`config.mk`:
```
export PLATFORM = sky130hd
export DESIGN_NAME = colorkey_stretch_blitter
export DESIGN_NICKNAME = d
export VERILOG_FILES = /design/src/rtl/cksb_pkg.sv /design/src/rtl/colorkey_stretch_blitter.sv /design/src/rtl/cksb_div.sv
export SDC_FILE = /design/constraint.sdc
export NUM_CORES = 1
export LEC_CHECK = 0
export ABC_CLOCK_PERIOD_IN_PS = 9700
export BUFFER_PORTS_ARGS = -buffer_cell sky130_fd_sc_hd__buf_4
export CORE_MARGIN = 2
export CORE_UTILIZATION = 38
export DETAILED_ROUTE_END_ITERATION = 12
export PLACE_DENSITY_LB_ADDON = 0.05
export SYNTH_ARGS = -nofsm -noshare
export SYNTH_HDL_FRONTEND = slang
export SYNTH_HIERARCHICAL = 1
export SYNTH_SLANG_ARGS = --single-unit
export TNS_END_PERCENT = 10
```
`constraint.sdc`:
```
create_clock -name clk_i -period 9.7 [get_ports clk_i]
set_input_delay 0.485 -clock clk_i [delete_from_list [all_inputs] [get_ports clk_i]]
set_output_delay 0.485 -clock clk_i [all_outputs]
set_load 0.05 [all_outputs]
```
`src/rtl/cksb_pkg.sv`:
```
`default_nettype none

package cksb_pkg;

  // Configuration port
  localparam int unsigned REG_IDX_W  = 3;
  localparam int unsigned CFG_DATA_W = 16;

  localparam logic [REG_IDX_W-1:0] REG_DEST_WIDTH  = 3'd0;
  localparam logic [REG_IDX_W-1:0] REG_DEST_HEIGHT = 3'd1;
  localparam logic [REG_IDX_W-1:0] REG_SRC_SPAN_X  = 3'd2;
  localparam logic [REG_IDX_W-1:0] REG_SRC_SPAN_Y  = 3'd3;
  localparam logic [REG_IDX_W-1:0] REG_KEY_ENABLE  = 3'd4;
  localparam logic [REG_IDX_W-1:0] REG_KEY_COLOUR  = 3'd5;

  // Field widths
  localparam int unsigned GEO_W   = 12;
  localparam int unsigned PIX_W   = 16;
  localparam int unsigned COORD_W = 11;

  // Stream payloads
  localparam int unsigned IN_TDATA_W  = 16;
  localparam int unsigned OUT_TDATA_W = 64;
  localparam int unsigned OUT_USED_W  = 4 * COORD_W + PIX_W;

endpackage

`default_nettype wire

```
`src/rtl/colorkey_stretch_blitter.sv`:
```
// An accepted item is registered into the result register and the step state; its result is
// marked valid when the step state ends. No new item is taken while the sequencer is in the
// step state or while the result register holds a result that the output is not taking.
// A geometry write triggers two divisions on the shared bit-serial divider, one per axis, and
// no item is taken until both divisions have finished.
// Reset (asynchronous, active low) clears all registers; the walk starts at the frame origin.
`default_nettype none

module colorkey_stretch_blitter #(
  parameter int unsigned MAX_DIM = 2048
) (
  input  wire logic                                clk_i,
  input  wire logic                                rst_ni,
  // Configuration write channel
  input  wire logic                                cfg_valid_i,
  output logic                                     cfg_ready_o,
  input  wire logic [cksb_pkg::REG_IDX_W-1:0]      cfg_index_i,
  input  wire logic [cksb_pkg::CFG_DATA_W-1:0]     cfg_data_i,
  // Source pixels
  input  wire logic                                s_axis_tvalid,
  output logic                                     s_axis_tready,
  input  wire logic [cksb_pkg::IN_TDATA_W-1:0]     s_axis_tdata,  // [15:0] src_pixel
  // Destination writes
  output logic                                     m_axis_tvalid,
  input  wire logic                                m_axis_tready,
  // [10:0] dest_x, [21:11] dest_y, [37:22] pixel_out, [48:38] next_src_x,
  // [59:49] next_src_y, [63:60] zero
  output logic [cksb_pkg::OUT_TDATA_W-1:0]         m_axis_tdata,
  output logic                                     m_axis_tuser,  // [0] write_enable
  output logic                                     m_axis_tlast   // frame_last
);

  localparam int unsigned DW = $clog2(MAX_DIM);
  localparam int unsigned LW = DW + 1;
  localparam int unsigned CO = cksb_pkg::COORD_W;
  localparam int unsigned GW = cksb_pkg::GEO_W;

  typedef enum logic [1:0] {
    S_IDLE,
    S_STEP,
    S_DIV_X,
    S_DIV_Y
  } state_e;

  state_e state_q;

  // Configuration
  logic [GW-1:0]               dest_width_q, dest_height_q, span_x_q, span_y_q;
  logic                        key_en_q;
  logic [cksb_pkg::PIX_W-1:0]  key_colour_q;
  logic                        pend_q;

  // Per-axis step constants from the divider
  logic [LW-1:0] qx_q, qy_q;
  logic [DW-1:0] rx_q, ry_q;

  // Walk state
  logic [DW-1:0] dest_col_q, dest_row_q, col_rem_q, row_rem_q, src_col_q, src_row_q;

  // Result register
  logic                       out_valid_q;
  logic [CO-1:0]              out_dx_q, out_dy_q, out_nx_q, out_ny_q;
  logic [cksb_pkg::PIX_W-1:0] out_pix_q;
  logic                       out_we_q;
  logic                       out_last_q;

  logic [LW-1:0] w_len, h_len, sx_len, sy_len;
  logic          geo_wr;
  logic          in_acc;
  logic          empty;

  function automatic logic [LW-1:0] clamp_dim(input logic [GW-1:0] v);
    logic [LW-1:0] r;
    if (32'(v) > 32'(MAX_DIM)) r = LW'(MAX_DIM);
    else                       r = LW'(v);
    return r;
  endfunction

  assign w_len  = clamp_dim(dest_width_q);
  assign h_len  = clamp_dim(dest_height_q);
  assign sx_len = clamp_dim(span_x_q);
  assign sy_len = clamp_dim(span_y_q);
  assign empty  = (w_len == '0) || (h_len == '0);

  assign cfg_ready_o = 1'b1;
  always_comb begin
    unique case (cfg_index_i)
      cksb_pkg::REG_DEST_WIDTH, cksb_pkg::REG_DEST_HEIGHT,
      cksb_pkg::REG_SRC_SPAN_X, cksb_pkg::REG_SRC_SPAN_Y: geo_wr = cfg_valid_i;
      default:                                            geo_wr = 1'b0;
    endcase
  end

  assign s_axis_tready = (state_q == S_IDLE) && !pend_q && (!out_valid_q || m_axis_tready);
  assign in_acc        = s_axis_tvalid && s_axis_tready;

  // Shared divider: span / length for one axis at a time
  logic          div_start, div_done;
  logic [LW-1:0] div_quot, div_rem;

  assign div_start = ((state_q == S_IDLE) && pend_q) || ((state_q == S_DIV_X) && div_done);

  cksb_div #(.W(LW)) u_div (
    .clk_i      (clk_i),
    .rst_ni     (rst_ni),
    .start_i    (div_start),
    .dividend_i ((state_q == S_DIV_X) ? sy_len : sx_len),
    .divisor_i  ((state_q == S_DIV_X) ? h_len : w_len),
    .done_o     (div_done),
    .quot_o     (div_quot),
    .rem_o      (div_rem)
  );

  // Step unit: one remainder add and compare, steered to the column or the row axis.
  logic          row_end, frame_end;
  logic [DW-1:0] acc_rem, acc_r0, acc_src;
  logic [LW-1:0] acc_len, acc_q0, acc_sum;
  logic          acc_carry;
  logic [DW-1:0] rem_new, src_new;

  always_comb begin
    row_end   = ({1'b0, dest_col_q} + LW'(1)) >= w_len;
    frame_end = row_end && (({1'b0, dest_row_q} + LW'(1)) >= h_len);
    acc_rem   = row_end ? row_rem_q : col_rem_q;
    acc_r0    = row_end ? ry_q : rx_q;
    acc_src   = row_end ? src_row_q : src_col_q;
    acc_len   = row_end ? h_len : w_len;
    acc_q0    = row_end ? qy_q : qx_q;
    acc_sum   = {1'b0, acc_rem} + {1'b0, acc_r0};
    acc_carry = acc_sum >= acc_len;
    rem_new   = DW'(acc_carry ? (acc_sum - acc_len) : acc_sum);
    src_new   = DW'({1'b0, acc_src} + acc_q0 + LW'(acc_carry));
  end

  always_ff @(posedge clk_i or negedge rst_ni) begin
    if (!rst_ni) begin
      state_q       <= S_IDLE;
      dest_width_q  <= '0;
      dest_height_q <= '0;
      span_x_q      <= '0;
      span_y_q      <= '0;
      key_en_q      <= 1'b0;
      key_colour_q  <= '0;
      pend_q        <= 1'b0;
      qx_q          <= '0;
      qy_q          <= '0;
      rx_q          <= '0;
      ry_q          <= '0;
      dest_col_q    <= '0;
      dest_row_q    <= '0;
      col_rem_q     <= '0;
      row_rem_q     <= '0;
      src_col_q     <= '0;
      src_row_q     <= '0;
      out_valid_q   <= 1'b0;
      out_dx_q      <= '0;
      out_dy_q      <= '0;
      out_nx_q      <= '0;
      out_ny_q      <= '0;
      out_pix_q     <= '0;
      out_we_q      <= 1'b0;
      out_last_q    <= 1'b0;
    end else begin
      if (out_valid_q && m_axis_tready) begin
        out_valid_q <= 1'b0;
      end

      pend_q <= geo_wr || (pend_q && !((state_q == S_IDLE) && pend_q));

      unique case (state_q)
        S_IDLE: begin
          if (pend_q) begin
            state_q <= S_DIV_X;
          end else if (in_acc && !empty) begin
            out_dx_q  <= CO'({{CO{1'b0}}, dest_col_q});
            out_dy_q  <= CO'({{CO{1'b0}}, dest_row_q});
            out_pix_q <= s_axis_tdata[cksb_pkg::PIX_W-1:0];
            out_we_q  <= !(key_en_q && (s_axis_tdata[cksb_pkg::PIX_W-1:0] == key_colour_q));
            state_q   <= S_STEP;
          end
        end
        S_STEP: begin
          out_valid_q <= 1'b1;
          out_last_q  <= frame_end;
          if (!row_end) begin
            dest_col_q <= dest_col_q + DW'(1);
            col_rem_q  <= rem_new;
            src_col_q  <= src_new;
            out_nx_q   <= CO'({{CO{1'b0}}, src_new});
            out_ny_q   <= CO'({{CO{1'b0}}, src_row_q});
          end else begin
            dest_col_q <= '0;
            col_rem_q  <= '0;
            src_col_q  <= '0;
            out_nx_q   <= '0;
            if (frame_end) begin
              dest_row_q <= '0;
              row_rem_q  <= '0;
              src_row_q  <= '0;
              out_ny_q   <= '0;
            end else begin
              dest_row_q <= dest_row_q + DW'(1);
              row_rem_q  <= rem_new;
              src_row_q  <= src_new;
              out_ny_q   <= CO'({{CO{1'b0}}, src_new});
            end
          end
          state_q <= S_IDLE;
        end
        S_DIV_X: begin
          if (div_done) begin
            qx_q    <= div_quot;
            rx_q    <= DW'(div_rem);
            state_q <= S_DIV_Y;
          end
        end
        S_DIV_Y: begin
          if (div_done) begin
            qy_q    <= div_quot;
            ry_q    <= DW'(div_rem);
            state_q <= S_IDLE;
          end
        end
        default: state_q <= S_IDLE;
      endcase

      // Configuration writes; a geometry write restarts the walk at the frame origin.
      if (cfg_valid_i) begin
        unique case (cfg_index_i)
          cksb_pkg::REG_DEST_WIDTH:  dest_width_q  <= cfg_data_i[GW-1:0];
          cksb_pkg::REG_DEST_HEIGHT: dest_height_q <= cfg_data_i[GW-1:0];
          cksb_pkg::REG_SRC_SPAN_X:  span_x_q      <= cfg_data_i[GW-1:0];
          cksb_pkg::REG_SRC_SPAN_Y:  span_y_q      <= cfg_data_i[GW-1:0];
          cksb_pkg::REG_KEY_ENABLE:  key_en_q      <= cfg_data_i[0];
          cksb_pkg::REG_KEY_COLOUR:  key_colour_q  <= cfg_data_i[cksb_pkg::PIX_W-1:0];
          default: ;
        endcase
        if (geo_wr) begin
          dest_col_q <= '0;
          dest_row_q <= '0;
          col_rem_q  <= '0;
          row_rem_q  <= '0;
          src_col_q  <= '0;
          src_row_q  <= '0;
        end
      end
    end
  end

  assign m_axis_tvalid = out_valid_q;
  assign m_axis_tdata  = {{(cksb_pkg::OUT_TDATA_W - cksb_pkg::OUT_USED_W){1'b0}},
                          out_ny_q, out_nx_q, out_pix_q, out_dy_q, out_dx_q};
  assign m_axis_tuser  = out_we_q;
  assign m_axis_tlast  = out_last_q;

  a_step_returns : assert property (@(posedge clk_i) disable iff (!rst_ni)
    (state_q == S_STEP) |=> (state_q == S_IDLE))
    else $error("step cycle did not return to idle");

  a_result_from_step : assert property (@(posedge clk_i) disable iff (!rst_ni)
    $rose(m_axis_tvalid) |-> $past(state_q == S_STEP))
    else $error("result appeared without a step cycle");

  a_walk_in_rect : assert property (@(posedge clk_i) disable iff (!rst_ni)
    ((state_q == S_IDLE) && !empty) |->
      (({1'b0, dest_col_q} < w_len) && ({1'b0, dest_row_q} < h_len)))
    else $error("walk position outside the destination rectangle");

endmodule

`default_nettype wire

```
`src/rtl/cksb_div.sv`:
```
`default_nettype none

// Restoring divider, one quotient bit per cycle.
module cksb_div #(
  parameter int unsigned W = 12
) (
  input  wire logic         clk_i,
  input  wire logic         rst_ni,
  input  wire logic         start_i,
  input  wire logic [W-1:0] dividend_i,
  input  wire logic [W-1:0] divisor_i,
  output logic              done_o,
  output logic [W-1:0]      quot_o,
  output logic [W-1:0]      rem_o
);

  localparam int unsigned CW = $clog2(W + 1);

  logic [W-1:0]  acc_q, acc_d;
  logic [W-1:0]  quo_q, quo_d;
  logic [W-1:0]  div_q;
  logic [CW-1:0] cnt_q;
  logic          busy_q;
  logic          done_q;

  logic [W:0]    shifted;
  logic [W+1:0]  diff;
  logic          ge;

  always_comb begin
    shifted = {acc_q, quo_q[W-1]};
    diff    = {1'b0, shifted} - {2'b00, div_q};
    ge      = ~diff[W+1];
    acc_d   = ge ? diff[W-1:0] : shifted[W-1:0];
    quo_d   = {quo_q[W-2:0], ge};
  end

  always_ff @(posedge clk_i or negedge rst_ni) begin
    if (!rst_ni) begin
      acc_q  <= '0;
      quo_q  <= '0;
      div_q  <= '0;
      cnt_q  <= '0;
      busy_q <= 1'b0;
      done_q <= 1'b0;
    end else begin
      done_q <= 1'b0;
      if (start_i) begin
        acc_q  <= '0;
        quo_q  <= dividend_i;
        div_q  <= divisor_i;
        cnt_q  <= CW'(W);
        busy_q <= 1'b1;
      end else if (busy_q) begin
        acc_q <= acc_d;
        quo_q <= quo_d;
        cnt_q <= cnt_q - CW'(1);
        if (cnt_q == CW'(1)) begin
          busy_q <= 1'b0;
          done_q <= 1'b1;
        end
      end
    end
  end

  assign done_o = done_q;
  assign quot_o = quo_q;
  assign rem_o  = acc_q;

  a_done_after_busy : assert property (@(posedge clk_i) disable iff (!rst_ni)
    done_q |-> $past(busy_q))
    else $error("divider finished without running");

  a_busy_count : assert property (@(posedge clk_i) disable iff (!rst_ni)
    busy_q |-> (cnt_q != '0))
    else $error("divider running with an empty step count");

  a_rem_bound : assert property (@(posedge clk_i) disable iff (!rst_ni)
    (done_q && (div_q != '0)) |-> (acc_q < div_q))
    else $error("divider remainder not below divisor");

endmodule

`default_nettype wire
```
==> metrics.txt, run 1 <==
post-layout total power=between 5 and 6 mW; iteration count of the initial detailed-routing pass=5; number of inserted filler cells in the final layout=roughly 3900; largest fanout of any net on the critical path=30; width of the chip=~210 um; via density per instance=approximately 5.4; accumulated negative setup slack=0 ns; FMAX=0.119 GHz; number of clock sinks=283; GRT Total Usage=21.0%; part of the Yosys area used for sequential elements=a little under half; area growth from synthesis to layout=15.7%; Final Hold Vio Count=0; # H-tree levels=2; cell depth of the worst min-delay path=2; peak supply drop=0.124 mV; largest net degree at the start of global routing=90; aggregate routed wire length=about 44000 um; clock insertion delay at the later pin of the skew report=0.55 ns; total grt overflow=0; vias in the first global route=~12000; type of the worst min-delay path=primary input to flop; post-synthesis cell area=~0.015 mm^2; most frequent cells in the layout=dfrtp_1, nand2_1, mux2_2, buf_4, a21oi_1; half-perimeter wire length of the detailed placement result=roughly 31000 um; # port buffers=103; critical register-to-register path startpoint=dest_col_q[2]; average footprint of a synthesized cell=approximately 10 um^2; Placeable Area=0.0400 mm^2; Rows=73; count of instances resized after the clock tree is built=0; non-filler cells in the finished layout=between 2000 and 2500; Worst-Margin Slew=between 1 and 1.5 ns; setup slack on the worst flop-to-flop path=1.32 ns; FFs w/ async S/R, synth=100%; Largest stage delay, worst path=0.44 ns; most instantiated flip-flop cell in the synthesis netlist=dfrtp_1; starting utilization of the core area=38.7%; instance area at placement=0.0168 mm^2; launching element type of the critical path=flop; HP Start=cfg_data_i[12]; Max Root-Sink Buffers=3; warning count from the yosys run=6; initial antenna violation count=1; Die Footprint=0.0424 mm^2; Die Height=206 um; vias=around 12000; antenna violation net count after detailed routing=0; ratio of cells with drive above 1 in the final layout=20.8%; share of the clock period used by the worst path=between 80% and 90%; clock buffers created by TritonCTS=34; P_leak=~8.4 nW; Remaining DRCs=0; R2R depth=35; final max-slew violation count=0; Data arrival, critical path=around 8.8 ns; number of placed cells counting well taps=2131; worst hold slack=0.170 ns; start-to-end type of the worst setup path=flop to flop; number of maximum-capacitance violations=0; cell count after synthesis=1556; distinct cell type count after synthesis=73; commonest non-fill, non-tap cell in the layout=dfrtp_1; register bit total from synthesis=283; DR iter-0 viols=around 700; Final Skew=0.0207 ns; clock-pin slew on the worst setup and hold paths=0.06 ns; setup slack after placement=about 1.4 ns; number of enable-type register cells in the synthesized netlist=0; TritonCTS clock tree=built; normalized max-slew margin=31.5%; clock root cell=clkbuf_16; master of the slowest instance on the critical path=dfrtp_1; Core Util, Final=44.8%; Data required, critical path=10.17 ns; wire length of the first global-routing pass=just under 70000 um; end of the worst hold path=key_colour_q[12]; least setup slack across all paths after layout=1.32 ns; capturing point of the worst reg2reg path=src_col_q[8]; power density cells=approximately 290 mW/mm^2; io pins=109; Post-layout nets=1760; fin area=0.0179 mm^2; min cycle time layout=around 8.4 ns; kind of capture point of the worst setup path=flop; GP Congestion=0.859; # setup viols final=0; unrepaired setup endpoints after global routing=no; detail-routed net length per standard cell=20.0 um; run status=finished clean
## cell type report
cell class / count / area, um^2 / share of cell area, %
clock inverter: 12 / 184 / 1.03
tap: 525 / 657 / 3.67
timing repair buffer: 125 / 948 / 5.29
multi-input combinational: 1165 / 7980 / 44.5
sequential: 283 / 7080 / 39.5
antenna: 1 / 2.50 / 0.0140
clock buffer: 44 / 938 / 5.24
inverter: 34 / 128 / 0.712
## cells by family (layout without fill, tap and decap cells)
group | Yosys count | in the layout | share of synthesized area, %
AOI/OAI and AO/OA | 306 | 306 | 12.8
xor gates and xnor gates | 67 | 67 | 3.79
adders and majority gates | 77 | 77 | 6.46
buffers and inverters | 111 | 215 | 3.08
DFF | 283 | 283 | 45.7
muxes | 179 | 179 | 12.8
other | 2 | 6 | 0.0485
and+or+nand+nor | 531 | 531 | 15.4
## how the worst max path moves through the flow
stage,startpoint,to
4_1_cts,dest_col_q[2],src_col_q[8]
5_1_grt,dest_col_q[2],src_col_q[8]
3_3_place_gp,dest_col_q[2],src_col_q[8]
2_1_floorplan,dest_col_q[2],src_col_q[8]
3_5_place_dp,dest_col_q[2],src_col_q[8]
6_report,dest_col_q[2],src_col_q[8]
## synthesized netlist by cell type (17+ instances only)
library cell / number / share of area [%]
ha_1: 72 / 5.8
a31oi_1: 17 / 0.69
nor2_1: 87 / 2.1
a21oi_1: 90 / 2.9
mux2i_1: 30 / 1.9
inv_1: 34 / 0.82
nand2_1: 280 / 6.8
clkbuf_1: 44 / 1.1
o21ai_0: 77 / 2.5
mux2_2: 149 / 11
a22o_1: 23 / 1.3
nand3_1: 42 / 1.4
dfrtp_1: 283 / 46
xnor2_1: 40 / 2.3
xor2_1: 27 / 1.5
## flip-flops by register name, indices dropped and copies added, names as in the netlist, 12 cells and up
| register | flops |
|---|---|
| dest_height_q | 12 |
| dest_width_q | 12 |
| key_colour_q | 16 |
| out_pix_q | 16 |
| span_x_q | 12 |
| span_y_q | 12 |
| u_div/div_q | 12 |
| u_div/quot_o | 12 |
| u_div/rem_o | 12 |
## report_power, final
group | leakage, nW | internal (mW) | switching [mW] | total (mW)
clock | 0.545 | 0.789 | 0.520 | 1.31
sequential | 3.58 | 1.46 | 0.256 | 1.72
combinational | 4.24 | 0.887 | 1.26 | 2.15
## critical path, delay by kind of cell (launching register included)
family / cells / cell delay [ns]
DFF: 1 / 0.44
and+or+nand+nor: 11 / 2.67
AOI/OAI and AO/OA: 13 / 2.72
adders and majority gates: 6 / 1.84
xor gates and xnor gates: 1 / 0.15
buffers and inverters: 4 / 0.46
## what timing repair did
item | CTS | global route
setup buffers | 0 | 0
endpoints found under the hold margin | 74 | 0
hold buffers | 1 | 0
## routing by layer
metal  routed length (um)  global-route usage, %  part of all wire, %
met5                    0                      0                    0
met4                 1110                   6.86                  2.5
met3                 1820                   3.23                  4.2
met2                20500                   34.1                   47
met1                20300                   28.6                   46
Note: power is estimated with default switching activity, not from simulation.
==> run 2, diff against run 1 <==
--- a/config.mk
+++ b/config.mk
@@ -9,6 +9,7 @@
 export BUFFER_PORTS_ARGS = -buffer_cell sky130_fd_sc_hd__buf_4
 export CORE_MARGIN = 2
 export CORE_UTILIZATION = 38
+export CTS_BUF_LIST = sky130_fd_sc_hd__clkbuf_16
 export DETAILED_ROUTE_END_ITERATION = 12
 export PLACE_DENSITY_LB_ADDON = 0.05
 export SYNTH_ARGS = -nofsm -noshare
==> metrics.txt, run 2 (synthesized netlist as in run 1, its figures left out) <==
run status=finished clean (unchanged); Final Hold Vio Count=0 (unchanged); unrepaired setup endpoints after global routing=no (unchanged); Data required, critical path=10.17 ns (about the same); kind of capture point of the worst setup path=flop (unchanged); Remaining DRCs=0 (unchanged); Rows=73 (unchanged); P_leak=8.36 nW (was 8.37 nW); vias=11782 (was 11786); antenna violation net count after detailed routing=0 (unchanged); detail-routed net length per standard cell=20.0 um (about the same); largest registers=key_colour_q (16), out_pix_q (16) (unchanged); vias in the first global route=11600 (was 11596); power density cells=287 mW/mm^2 (was 289 mW/mm^2); count of instances resized after the clock tree is built=0 (unchanged); master of the slowest instance on the critical path=dfrtp_1 (unchanged); least setup slack across all paths after layout=1.32 ns (about the same); critical register-to-register path startpoint=dest_col_q[2] (unchanged); # setup viols final=0 (unchanged); # port buffers=103 (unchanged); starting utilization of the core area=38.7% (unchanged); clock-pin slew on the worst setup and hold paths=0.06 ns (about the same); most frequent cells in the layout=dfrtp_1, nand2_1, mux2_2, buf_4, a21oi_1 (unchanged); min cycle time layout=8.38 ns (about the same); Largest stage delay, worst path=0.44 ns (about the same); delay-heaviest family, CP=compound AO/OA/AOI/OAI gates (unchanged); # H-tree levels=2 (unchanged); Die Height=206 um (unchanged); total grt overflow=0 (unchanged); start-to-end type of the worst setup path=flop to flop (unchanged); Final Skew=0.0197 ns (was 0.0207 ns); number of maximum-capacitance violations=0 (unchanged); post-layout total power=5.12 mW (was 5.17 mW); setup slack after placement=1.38 ns (unchanged); Worst Path Buf+Inv=4 (unchanged); clock root cell=clkbuf_16 (unchanged); normalized max-slew margin=30.4% (was 31.5%); setup slack on the worst flop-to-flop path=1.32 ns (about the same); launching element type of the critical path=flop (unchanged); half-perimeter wire length of the detailed placement result=30900 um (unchanged); initial antenna violation count=1 (unchanged); HP Start=cfg_data_i[12] (unchanged); TritonCTS clock tree=built (unchanged); wire length of the first global-routing pass=67900 um (about the same); final max-slew violation count=0 (unchanged); area growth from synthesis to layout=15.3% (was 15.7%); FMAX=0.119 GHz (about the same); GP Congestion=0.859 (unchanged); Placeable Area=0.0400 mm^2 (unchanged); accumulated negative setup slack=0 ns (unchanged); io pins=109 (unchanged); Post-layout nets=1760 (unchanged); clock insertion delay at the later pin of the skew report=0.55 ns (about the same); commonest non-fill, non-tap cell in the layout=dfrtp_1 (unchanged); ratio of cells with drive above 1 in the final layout=20.5% (was 20.8%); clock buffers created by TritonCTS=34 (unchanged); Worst-Margin Slew=1.04 ns (was 1.03 ns); share of the clock period used by the worst path=86.4% (was 86.3%); GRT Total Usage=21.0% (unchanged); type of the worst min-delay path=primary input to flop (unchanged); aggregate routed wire length=43700 um (about the same); DR iter-0 viols=690 (was 697); via density per instance=5.38 (about the same); cell depth of the worst min-delay path=2 (unchanged); R2R depth=35 (unchanged); diodes inserted=0 (was 1); width of the chip=206 um (unchanged); largest fanout of any net on the critical path=30 (unchanged); Data arrival, critical path=8.84 ns (about the same); capturing point of the worst reg2reg path=src_col_q[8] (unchanged); Die Footprint=0.0424 mm^2 (unchanged); largest net degree at the start of global routing=90 (unchanged); peak supply drop=0.124 mV (about the same); iteration count of the initial detailed-routing pass=5 (unchanged); end of the worst hold path=key_colour_q[12] (unchanged); number of clock sinks=283 (unchanged); Max Root-Sink Buffers=3 (unchanged)
## run 2: changes by cell type in the layout (fill, tap and decap cells not counted)
cell      before  now
clkbuf_1       5    0
clkinv_1       0    5
clkbuf_8       5    0
diode_2        1    0
inv_1         34   39
## run 2: metal layers
| metal | vias to the layer above | GRT usage [%] | routed length [um] |
|---|---|---|---|
| li1 | 5671 | - | - |
| met2 | 226 | 34.1 | 20500 |
| met3 | 58 | 3.23 | 1760 |
| met4 | 0 | 6.86 | 1110 |
| met1 | 5827 | 28.6 | 20400 |
| met5 | - | 0 | 0 |
## run 2: how the worst max path moves through the flow
stage                     slack (ns)     startpoint           end  cells past startpoint
after floorplan                 2.06  dest_col_q[2]  src_col_q[8]                     37
after global placement          1.60  dest_col_q[2]  src_col_q[8]                     35
after detailed placement        1.38  dest_col_q[2]  src_col_q[8]                     35
after CTS                       1.31  dest_col_q[2]  src_col_q[8]                     35
after global routing            0.71  dest_col_q[2]  src_col_q[8]                     35
final                           1.32  dest_col_q[2]  src_col_q[8]                     35
## run 2: stage by stage
| step | util [%] | cell area (um^2) | hold slack, ns | instances |
|---|---|---|---|---|
| after global routing | 44.7 | 17900 | 0.146 | 2188 |
| final | 44.7 | 17900 | 0.169 | 2188 |
| after global placement | 42.0 | 16800 | 0.467 | 2131 |
| after CTS | 44.7 | 17900 | 0.135 | 2188 |
| after floorplan | - | 15500 | 0.189 | 1559 |
| after detailed placement | 42.0 | 16800 | 0.471 | 2131 |
## run 2: worst reg2reg max path: cells and delay by family, from the launching register on
kind | cells | cell delay (ns)
xor+xnor | 1 | 0.15
compound gates | 13 | 2.72
flops | 1 | 0.44
buf+inv | 4 | 0.47
simple gates | 11 | 2.69
fa+ha+maj | 6 | 1.84
## run 2: timing repair
action	CTS	global route
endpoints found under the hold margin	74	0
setup buffers	0	0
hold buffers	1	0
## run 2: area by class of cell
| cell class | count | area [um^2] |
|---|---|---|
| Timing Repair Buffer | 125 | 948 |
| Clock buffer | 34 | 851 |
| Clock inverter | 22 | 221 |
| Inverter | 34 | 128 |
| Multi-Input combinational cell | 1165 | 7980 |
| Fill cell | 3889 | 22100 |
| Tap cell | 525 | 657 |
| Sequential cell | 283 | 7080 |
## run 2: power breakdown
group	switching, mW	internal (mW)	total [mW]
combinational	1.26	0.887	2.15
sequential	0.257	1.46	1.72
clock	0.518	0.744	1.26
